==> src/rtl/core/pps_pkg.sv <==
package pps_pkg;

  // Store geometry
  localparam int MaxPoints = 1024;
  localparam int AddrW     = $clog2(MaxPoints);
  localparam int CntW      = 11;
  localparam int HalfWindow = 20;

  // CORDIC setup
  localparam int CordicSteps = 16;
  localparam int StepW       = 5;
  localparam int CW          = 37;  // x/y datapath width
  localparam int ZW          = 24;  // angle width

  localparam logic signed [ZW-1:0] HalfPiQ = ZW'(102944);
  localparam logic signed [ZW-1:0] PiQ     = ZW'(205887);
  localparam logic signed [ZW-1:0] TwoPiQ  = ZW'(411775);
  localparam logic signed [CW-1:0] InvGain = CW'(39797);

  // Register indexes
  typedef enum logic [1:0] {
    REG_POINT_COUNT = 2'd0,
    REG_LOOKAHEAD   = 2'd1,
    REG_WHEELBASE   = 2'd2
  } reg_idx_e;

  // Distance unit request/response
  typedef struct packed {
    logic               start;
    logic               len_mode;
    logic signed [32:0] dx;
    logic signed [32:0] dy;
  } dist_req_t;

  typedef struct packed {
    logic        done;
    logic [65:0] sq;
    logic [32:0] len;
  } dist_rsp_t;

  // CORDIC request/response
  typedef struct packed {
    logic                 start;
    logic                 vec;
    logic signed [CW-1:0] x;
    logic signed [CW-1:0] y;
    logic signed [ZW-1:0] z;
  } cordic_req_t;

  typedef struct packed {
    logic                 done;
    logic signed [CW-1:0] y;
    logic signed [ZW-1:0] z;
  } cordic_rsp_t;

  // atan(2^-i) in Q8.16
  function automatic logic signed [ZW-1:0] atan_tab(input logic [StepW-1:0] i);
    case (i)
      5'd0:    return ZW'(51472);
      5'd1:    return ZW'(30386);
      5'd2:    return ZW'(16055);
      5'd3:    return ZW'(8150);
      5'd4:    return ZW'(4091);
      5'd5:    return ZW'(2047);
      5'd6:    return ZW'(1024);
      5'd7:    return ZW'(512);
      5'd8:    return ZW'(256);
      5'd9:    return ZW'(128);
      5'd10:   return ZW'(64);
      5'd11:   return ZW'(32);
      5'd12:   return ZW'(16);
      5'd13:   return ZW'(8);
      5'd14:   return ZW'(4);
      5'd15:   return ZW'(2);
      5'd16:   return ZW'(1);
      default: return '0;
    endcase
  endfunction

endpackage

==> src/rtl/core/pps_dist.sv <==
module pps_dist (
  input  logic               clk_i,
  input  logic               rst_ni,
  input  pps_pkg::dist_req_t req_i,
  output pps_pkg::dist_rsp_t rsp_o
);

  typedef enum logic [2:0] {
    D_IDLE = 3'b001,
    D_MUL  = 3'b010,
    D_SQRT = 3'b100
  } dstate_e;

  dstate_e     state_q, state_d;
  logic [2:0]  phase_q;
  logic        len_q;
  logic        done_q;
  logic [32:0] ax_q, ay_q, op;
  logic [16:0] half;
  logic [49:0] prod_q;
  logic        sh_q;
  logic [65:0] sq_q, sq_d;
  logic [63:0] n_q, r_q, bit_q, t, r_n, n_n;
  logic        ge, big_q;
  logic [4:0]  cnt_q;
  logic [32:0] len_out_q;

  // partial product select: 17-bit slice times full operand
  always_comb begin
    op   = phase_q[1] ? ay_q : ax_q;
    half = phase_q[0] ? op[32:16] : {1'b0, op[15:0]};
    sq_d = sq_q + (sh_q ? {prod_q, 16'b0} : {16'b0, prod_q});
  end

  // one restoring square-root step
  always_comb begin
    t   = r_q + bit_q;
    ge  = n_q >= t;
    r_n = ge ? ((r_q >> 1) + bit_q) : (r_q >> 1);
    n_n = ge ? (n_q - t) : n_q;
  end

  always_comb begin
    state_d = state_q;
    unique case (state_q)
      D_IDLE: if (req_i.start) state_d = D_MUL;
      D_MUL:  if (phase_q == 3'd4) state_d = len_q ? D_SQRT : D_IDLE;
      D_SQRT: if (cnt_q == 5'd31) state_d = D_IDLE;
      default: state_d = D_IDLE;
    endcase
  end

  always_ff @(posedge clk_i or negedge rst_ni) begin
    if (!rst_ni) begin
      state_q <= D_IDLE;
      done_q  <= 1'b0;
    end else begin
      state_q <= state_d;
      done_q  <= ((state_q == D_MUL) && (phase_q == 3'd4) && !len_q) ||
                 ((state_q == D_SQRT) && (cnt_q == 5'd31));
    end
  end

  // datapath
  always_ff @(posedge clk_i) begin
    unique case (state_q)
      D_IDLE: begin
        if (req_i.start) begin
          ax_q    <= req_i.dx[32] ? 33'(-req_i.dx) : 33'(req_i.dx);
          ay_q    <= req_i.dy[32] ? 33'(-req_i.dy) : 33'(req_i.dy);
          len_q   <= req_i.len_mode;
          phase_q <= '0;
          sq_q    <= '0;
        end
      end
      D_MUL: begin
        if (phase_q != 3'd4) begin
          prod_q <= 50'(half) * 50'(op);
          sh_q   <= phase_q[0];
        end
        if (phase_q != 3'd0) begin
          sq_q <= sq_d;
        end
        phase_q <= phase_q + 3'd1;
        // prepare root operand from the final sum
        if (phase_q == 3'd4) begin
          big_q <= sq_d[65:64] != 2'b00;
          n_q   <= (sq_d[65:64] != 2'b00) ? sq_d[65:2] : sq_d[63:0];
          r_q   <= '0;
          bit_q <= 64'h4000_0000_0000_0000;
          cnt_q <= '0;
        end
      end
      D_SQRT: begin
        n_q   <= n_n;
        r_q   <= r_n;
        bit_q <= bit_q >> 2;
        cnt_q <= cnt_q + 5'd1;
        if (cnt_q == 5'd31) begin
          len_out_q <= big_q ? {r_n[31:0], 1'b0} : {1'b0, r_n[31:0]};
        end
      end
      default: ;
    endcase
  end

  assign rsp_o.done = done_q;
  assign rsp_o.sq   = sq_q;
  assign rsp_o.len  = len_out_q;

endmodule

==> config.mk <==
export PLATFORM = sky130hd
export DESIGN_NAME = pps_dist
export DESIGN_NICKNAME = d
export VERILOG_FILES = /design/src/rtl/core/pps_pkg.sv /design/src/rtl/core/pps_dist.sv
export SDC_FILE = /design/constraint.sdc
export NUM_CORES = 2
export LEC_CHECK = 0
export ABC_CLOCK_PERIOD_IN_PS = 9000
export BUFFER_PORTS_ARGS = -buffer_cell sky130_fd_sc_hd__buf_4
export CORE_MARGIN = 5
export CORE_UTILIZATION = 65
export DETAILED_ROUTE_END_ITERATION = 8
export PLACE_DENSITY = 0.83
export SYNTH_ARGS = -nofsm -noshare
export SYNTH_HDL_FRONTEND = slang
export SYNTH_SLANG_ARGS = --single-unit
==> constraint.sdc <==
create_clock -name clk_i -period 9 [get_ports clk_i]
set_input_delay 0.9 -clock clk_i [delete_from_list [all_inputs] [get_ports clk_i]]
set_output_delay 0.9 -clock clk_i [all_outputs]
set_load 0.1 [all_outputs]
# ---- Word-level counts from Yosys, hierarchy flattened
# Cells that the tools add are included.
dict set report classes {
  add_sub_neg 8
  mul 1
  n_div 0
  magnitude_cmp 1
  eq_ne 11
  shift 0
  n_mux 27
  n_bitwise 0
  n_reduce_logical 18
}
# operator count
set ops {}
lappend ops {{two-way mux 64 bit} 6}
lappend ops {{case mux 64 bit (2 select lines)} 3}
lappend ops {{two-way mux 66 bit} 3}
lappend ops {{case mux 66 bit (2 select lines)} 1}
lappend ops {{two-way mux 32 bit} 3}
lappend ops {{adder 66 bit} 1}
lappend ops {{negation 33 bit} 2}
lappend ops {{adder 63 x 64 -> 64 bit} 1}
lappend ops {{adder 64 bit} 1}
lappend ops {{>= comparator 64 bit} 1}
lappend ops {{subtractor 64 bit} 1}
lappend ops {{multiplier 17 x 33 -> 50 bit} 1}
lappend ops {{two-way mux 33 bit} 1}
lappend ops {{two-way mux 17 bit} 1}
lappend ops {{two-way mux 3 bit} 5}
lappend ops {{AND reduction 2 bit} 6}
lappend ops {{case mux 5 bit (2 select lines)} 1}
lappend ops {{case mux 3 bit (3 select lines)} 1}
lappend ops {{AND reduction 3 bit} 3}
lappend ops {{inequality test 2 bit, second input constant} 4}
lappend ops {{equality test 3 bit, second input constant} 2}
lappend ops {{case mux 3 bit (2 select lines)} 1}
lappend ops {{nonzero test 2 bit} 3}
lappend ops {{adder 5 x 1 -> 5 bit, second input constant} 1}
lappend ops {{11 further kinds} 13}
dict set report totals {
  regBits 422
  latchBits 0
  mem_bits_rw 0
  mem_bits_ro 0
  inputBits 70
  output_inout_bits 100
  n_memories 0
}

# ---- Logic depth before layout (Yosys ltp)
dict set report depth {
  depth_word 6
  ltp_mapped 31
  depth_no_buf 28
}

# ---- Least setup slack after synthesis
# No wires, ideal clock.
dict set report synth_path {
  path_kind {register to register}
  startpoint {reg phase_q[1]}
  endpoint {reg prod_q[49] (data pin)}
  arrival_time_ns 7.607
  t_required_ns 8.736
  setup_slack_ns 1.129
  path_stages_with_launch 28
  path_buffers 4
  period_less_slack_ns 7.871
  cell_sequence {edfxtp_1 -> clkbuf_1 -> buf_1 -> clkbuf_1 -> clkbuf_1 -> mux2i_1 -> nor2_1 -> fa_1 -> inv_1 -> fa_1 -> fa_1 -> fa_1 -> inv_1 -> fa_1 -> inv_1 -> fa_1 -> inv_1 -> ha_1 -> nand2_1 -> nor4_1 -> o211ai_1 -> a21o_1 -> a22o_1 -> o21ai_1 -> nand2_1 -> o21ai_1 -> a211oi_1 -> xnor2_1}
}
dict set report synth_between {
  elab_chain_cells 3
}
# item line_no
set synth_lines {}
lappend synth_lines {{from (decl)} pps_dist.sv:15} ;# logic [2:0] phase_q;
lappend synth_lines {{from (signal assigned)} pps_dist.sv:84} ;# phase_q <= phase_q + 3'd1;
lappend synth_lines {{two-way mux 33 bit *} pps_dist.sv:30} ;# op = phase_q[1] ? ay_q : ax_q;
lappend synth_lines {{two-way mux 17 bit} pps_dist.sv:31} ;# half = phase_q[0] ? op[32:16] : {1'b0, op[15:0]};
lappend synth_lines {{multiplier 17 x 33 -> 50 bit *} pps_dist.sv:78} ;# prod_q <= 50'(half) * 50'(op);
lappend synth_lines {{to (signal assigned)} pps_dist.sv:78}
lappend synth_lines {{to (decl)} pps_dist.sv:20} ;# logic [49:0] prod_q;
# Mark *: on every way between the ends. The rest lies on a longest branch, timed or not.
# A chain may end at the register's enable or synchronous reset.

# ---- Worst setup path in the final report
# Same ends and word-level chain as after synthesis.

==> results.md <==
* Status: completed
* Crit. Startpoint: phase_q[1]
* Filler cells at around 5600
* Largest net degree at the start of global routing at 80
* CTS tree: done
* Grt ovf at 0
* R2r startpoint: phase_q[1]
* Clk slew on worst S/H paths at about 0.070 ns
* Placed wire-length estimate at approximately 110000 um
* I/O Pins at 170
* Most frequent cells in the layout: nand2_1 (659), inv_1 (621), fa_1 (466)
* Initial Util at 65.7%
* Post-Syn Area per Cell at 9.08 sq um
* Share of cells above drive strength 1 at under 10%
* Worst min-delay path category: input port to asynchronous set/reset pin
* DRC violations left at 0
* Mapped Cells at between 5000 and 6000
* CTS HTree Levels at 2
* Routed Antenna Nets at 0
* CP max-delay cell: fa_1
* Via/cell ratio at between 6 and 7
* Ys async rst share at under 10%
* Yosys warnings at 0
* Sink Count at 390
* Ys flop type: edfxtp_1
* Gr usage total at about a third
* Most common cell after layout, fill and taps aside: nand2_1
* Critical Path Start Type: flip-flop
* Wire per inst at 21.6 um
* Period utilisation layout at between 90 and 100%
* Via count at 38897
* Final hold vios at 0
* Setup tns final at 0 ns
* Share of the core filled with cells at around 71%
* Hold Buf Count CTS at 0
* CTS Buf Count at 46
* WP data arrival at a little under 9 ns
* WHS at between 0.08 and 0.09 ns
* Slew Limit Headroom at 18.0%
* RSZ-0062 raised after global routing: false
* Worst-case clock buffer depth at 3
* GP Congestion at just over 1
* Crit end category: flip-flop
* Postcts setup bufs at 0
* Reg-to-Reg End: prod_q[49]
* Max-Cap Viols at 0
* Synth Cell Area at approximately 0.047 sq mm
* R2R depth at 28
* Die area at ~0.08 sq mm
* Critical Path Sink: prod_q[49]
* DIE HEIGHT at 279 um
* DR iter-0 viols at roughly 3400
* Post-Syn Nets at 6047
* Clock Skew at about 0.046 ns
* Internal reg-to-reg setup slack at 0.41 ns
* Number of global-route vias before repair at between 30000 and 40000
* EDFF count, synth at 386
* Initial antenna violation count at 2
* Multi-input gate area at between 0.03 and 0.04 sq mm
* Final setup vio count at 0
* Register area at roughly 0.012 sq mm
* Site Rows at ~100
* Top cell by count, worst path: fa_1
* Drt first pass iters at 7
* Slew @ Worst Pin at around 1.2 ns
* I/O Buffers at 169
* Yosys reg bits at 390
* Sequential-to-total area share from yosys stat at between 20 and 25%
* Area Overhead vs Synth at 8.36%
* ANT cells at 0
* Core area at just over 0.07 sq mm
* CP max stage delay at roughly 0.53 ns
* Clock period minus worst slack at 8.59 ns
* Max Clock Freq at approximately 0.12 GHz
* First-pass GRT wire length at between 200000 and 250000 um
* Crit path max fanout at 35
* Post-synthesis cell type count at 101
* Root buf cell: clkbuf_16
* Clk_lat worst skew at roughly 0.64 ns
* Total wire length at around 140000 um
* Final slew viol count at 0
* Critical Path RT at roughly 9.3 ns
* Crit Path Class: flip-flop to flip-flop
* Final net count at approximately 6100
* Die Span X at about 280 um
* Post-CTS resize count at 0
## cell usage after synthesis (10+ instances only)
cell,n,area (sq um)
nand2_1,661,2480
inv_1,621,2330
fa_1,466,9330
nor2_1,449,1690
edfxtp_1,386,11600
ha_1,325,4070
a21oi_1,263,1320
o21ai_0,239,1200
xnor2_1,203,1780
clkbuf_1,161,604
xor2_1,137,1200
and2_1,116,726
a21o_1,114,856
mux2i_1,108,1080
a31oi_1,85,532
mux2_2,68,766
nand3_1,62,310
nand4_1,57,357
nor2b_1,55,344
o21bai_1,50,375
nand2b_1,42,263
nor3_1,42,210
and3_1,37,231
a211oi_1,29,218
o21a_1,28,210
o21ai_1,27,135
o31ai_1,26,195
or3_1,23,144
buf_2,19,95.1
o211ai_1,18,135
a21boi_0,16,120
a31o_2,16,140
nor4_1,15,93.8
o221ai_1,15,131
buf_1,13,48.8
or2_2,11,68.8
or4_1,10,75.1
## worst min-delay path by stage
stage / startpoint / endpoint / slack [ns] / cells after the start
finish: rst_ni / state_q[2] / 0.09 / 1
global route: rst_ni / state_q[2] / 0.08 / 1
CTS: rst_ni / state_q[2] / 0.07 / 1
detailed placement: len_q / done_q / 0.53 / 1
global placement: state_q[0] / state_q[2] / 0.53 / 1
floorplan: len_q / done_q / 0.43 / 1
## logic make-up after synthesis
kind of cell    count (synthesis)  synth area share [%]
compound gates               1035                  14.1
simple gates                 1623                  15.6
xor+xnor                      340                  6.32
mux                           177                  3.94
fa+ha+maj                     791                  28.4
buf+inv                       830                  6.77
flops                         390                  24.8
## worst max-delay path, delay by kind of cell (launching register included)
kind,cells,cell delay [ns]
fa+ha+maj,7,3.37
compound gates,8,2.16
simple gates,5,0.97
buf+inv,6,0.74
mux,1,0.48
flops,1,0.38
xor+xnor,1,0.16
## layout make-up
cell class                      instances  share of cell area, %
Tap cell                              950                   2.33
Inverter                              623                   4.58
Clock inverter                         32                  0.738
Clock buffer                           52                   2.30
Timing Repair Buffer                  258                   3.82
Sequential cell                       390                   22.9
Multi-Input combinational cell       3966                   63.3
## registers in the layout, indices dropped and copies added, names as in the netlist
name	count
sq_q	66
n_q	64
r_q	64
prod_q	50
ax_q	33
ay_q	33
len_out_q	33
bit_q	32
cnt_q	5
phase_q	3
state_q	3
big_q	1
done_q	1
len_q	1
sh_q	1
## per-layer routing
metal / GRT usage [%] / share of wire, % / routed length, um / up-vias
met5: 0 / 0.021 / 29 / -
met4: 18.8 / 6.8 / 9200 / 4
met3: 6.02 / 8.4 / 11400 / 515
met2: 56.9 / 47 / 62900 / 1999
met1: 42.9 / 38 / 51700 / 18596
li1: - / - / - / 17783
## through the flow
step / setup slack (ns) / cell area (sq um) / instances
floorplan: 1.13 / 47100 / 5186
global placement: 0.765 / 49500 / 6187
detailed placement: 0.427 / 49500 / 6187
CTS: 0.406 / 51100 / 6271
global route: 0.0973 / 51100 / 6271
finish: 0.415 / 51100 / 6271
Power is not shown: default switching activity piles up to over one toggle a cycle in this logic, so the estimate is an artifact.
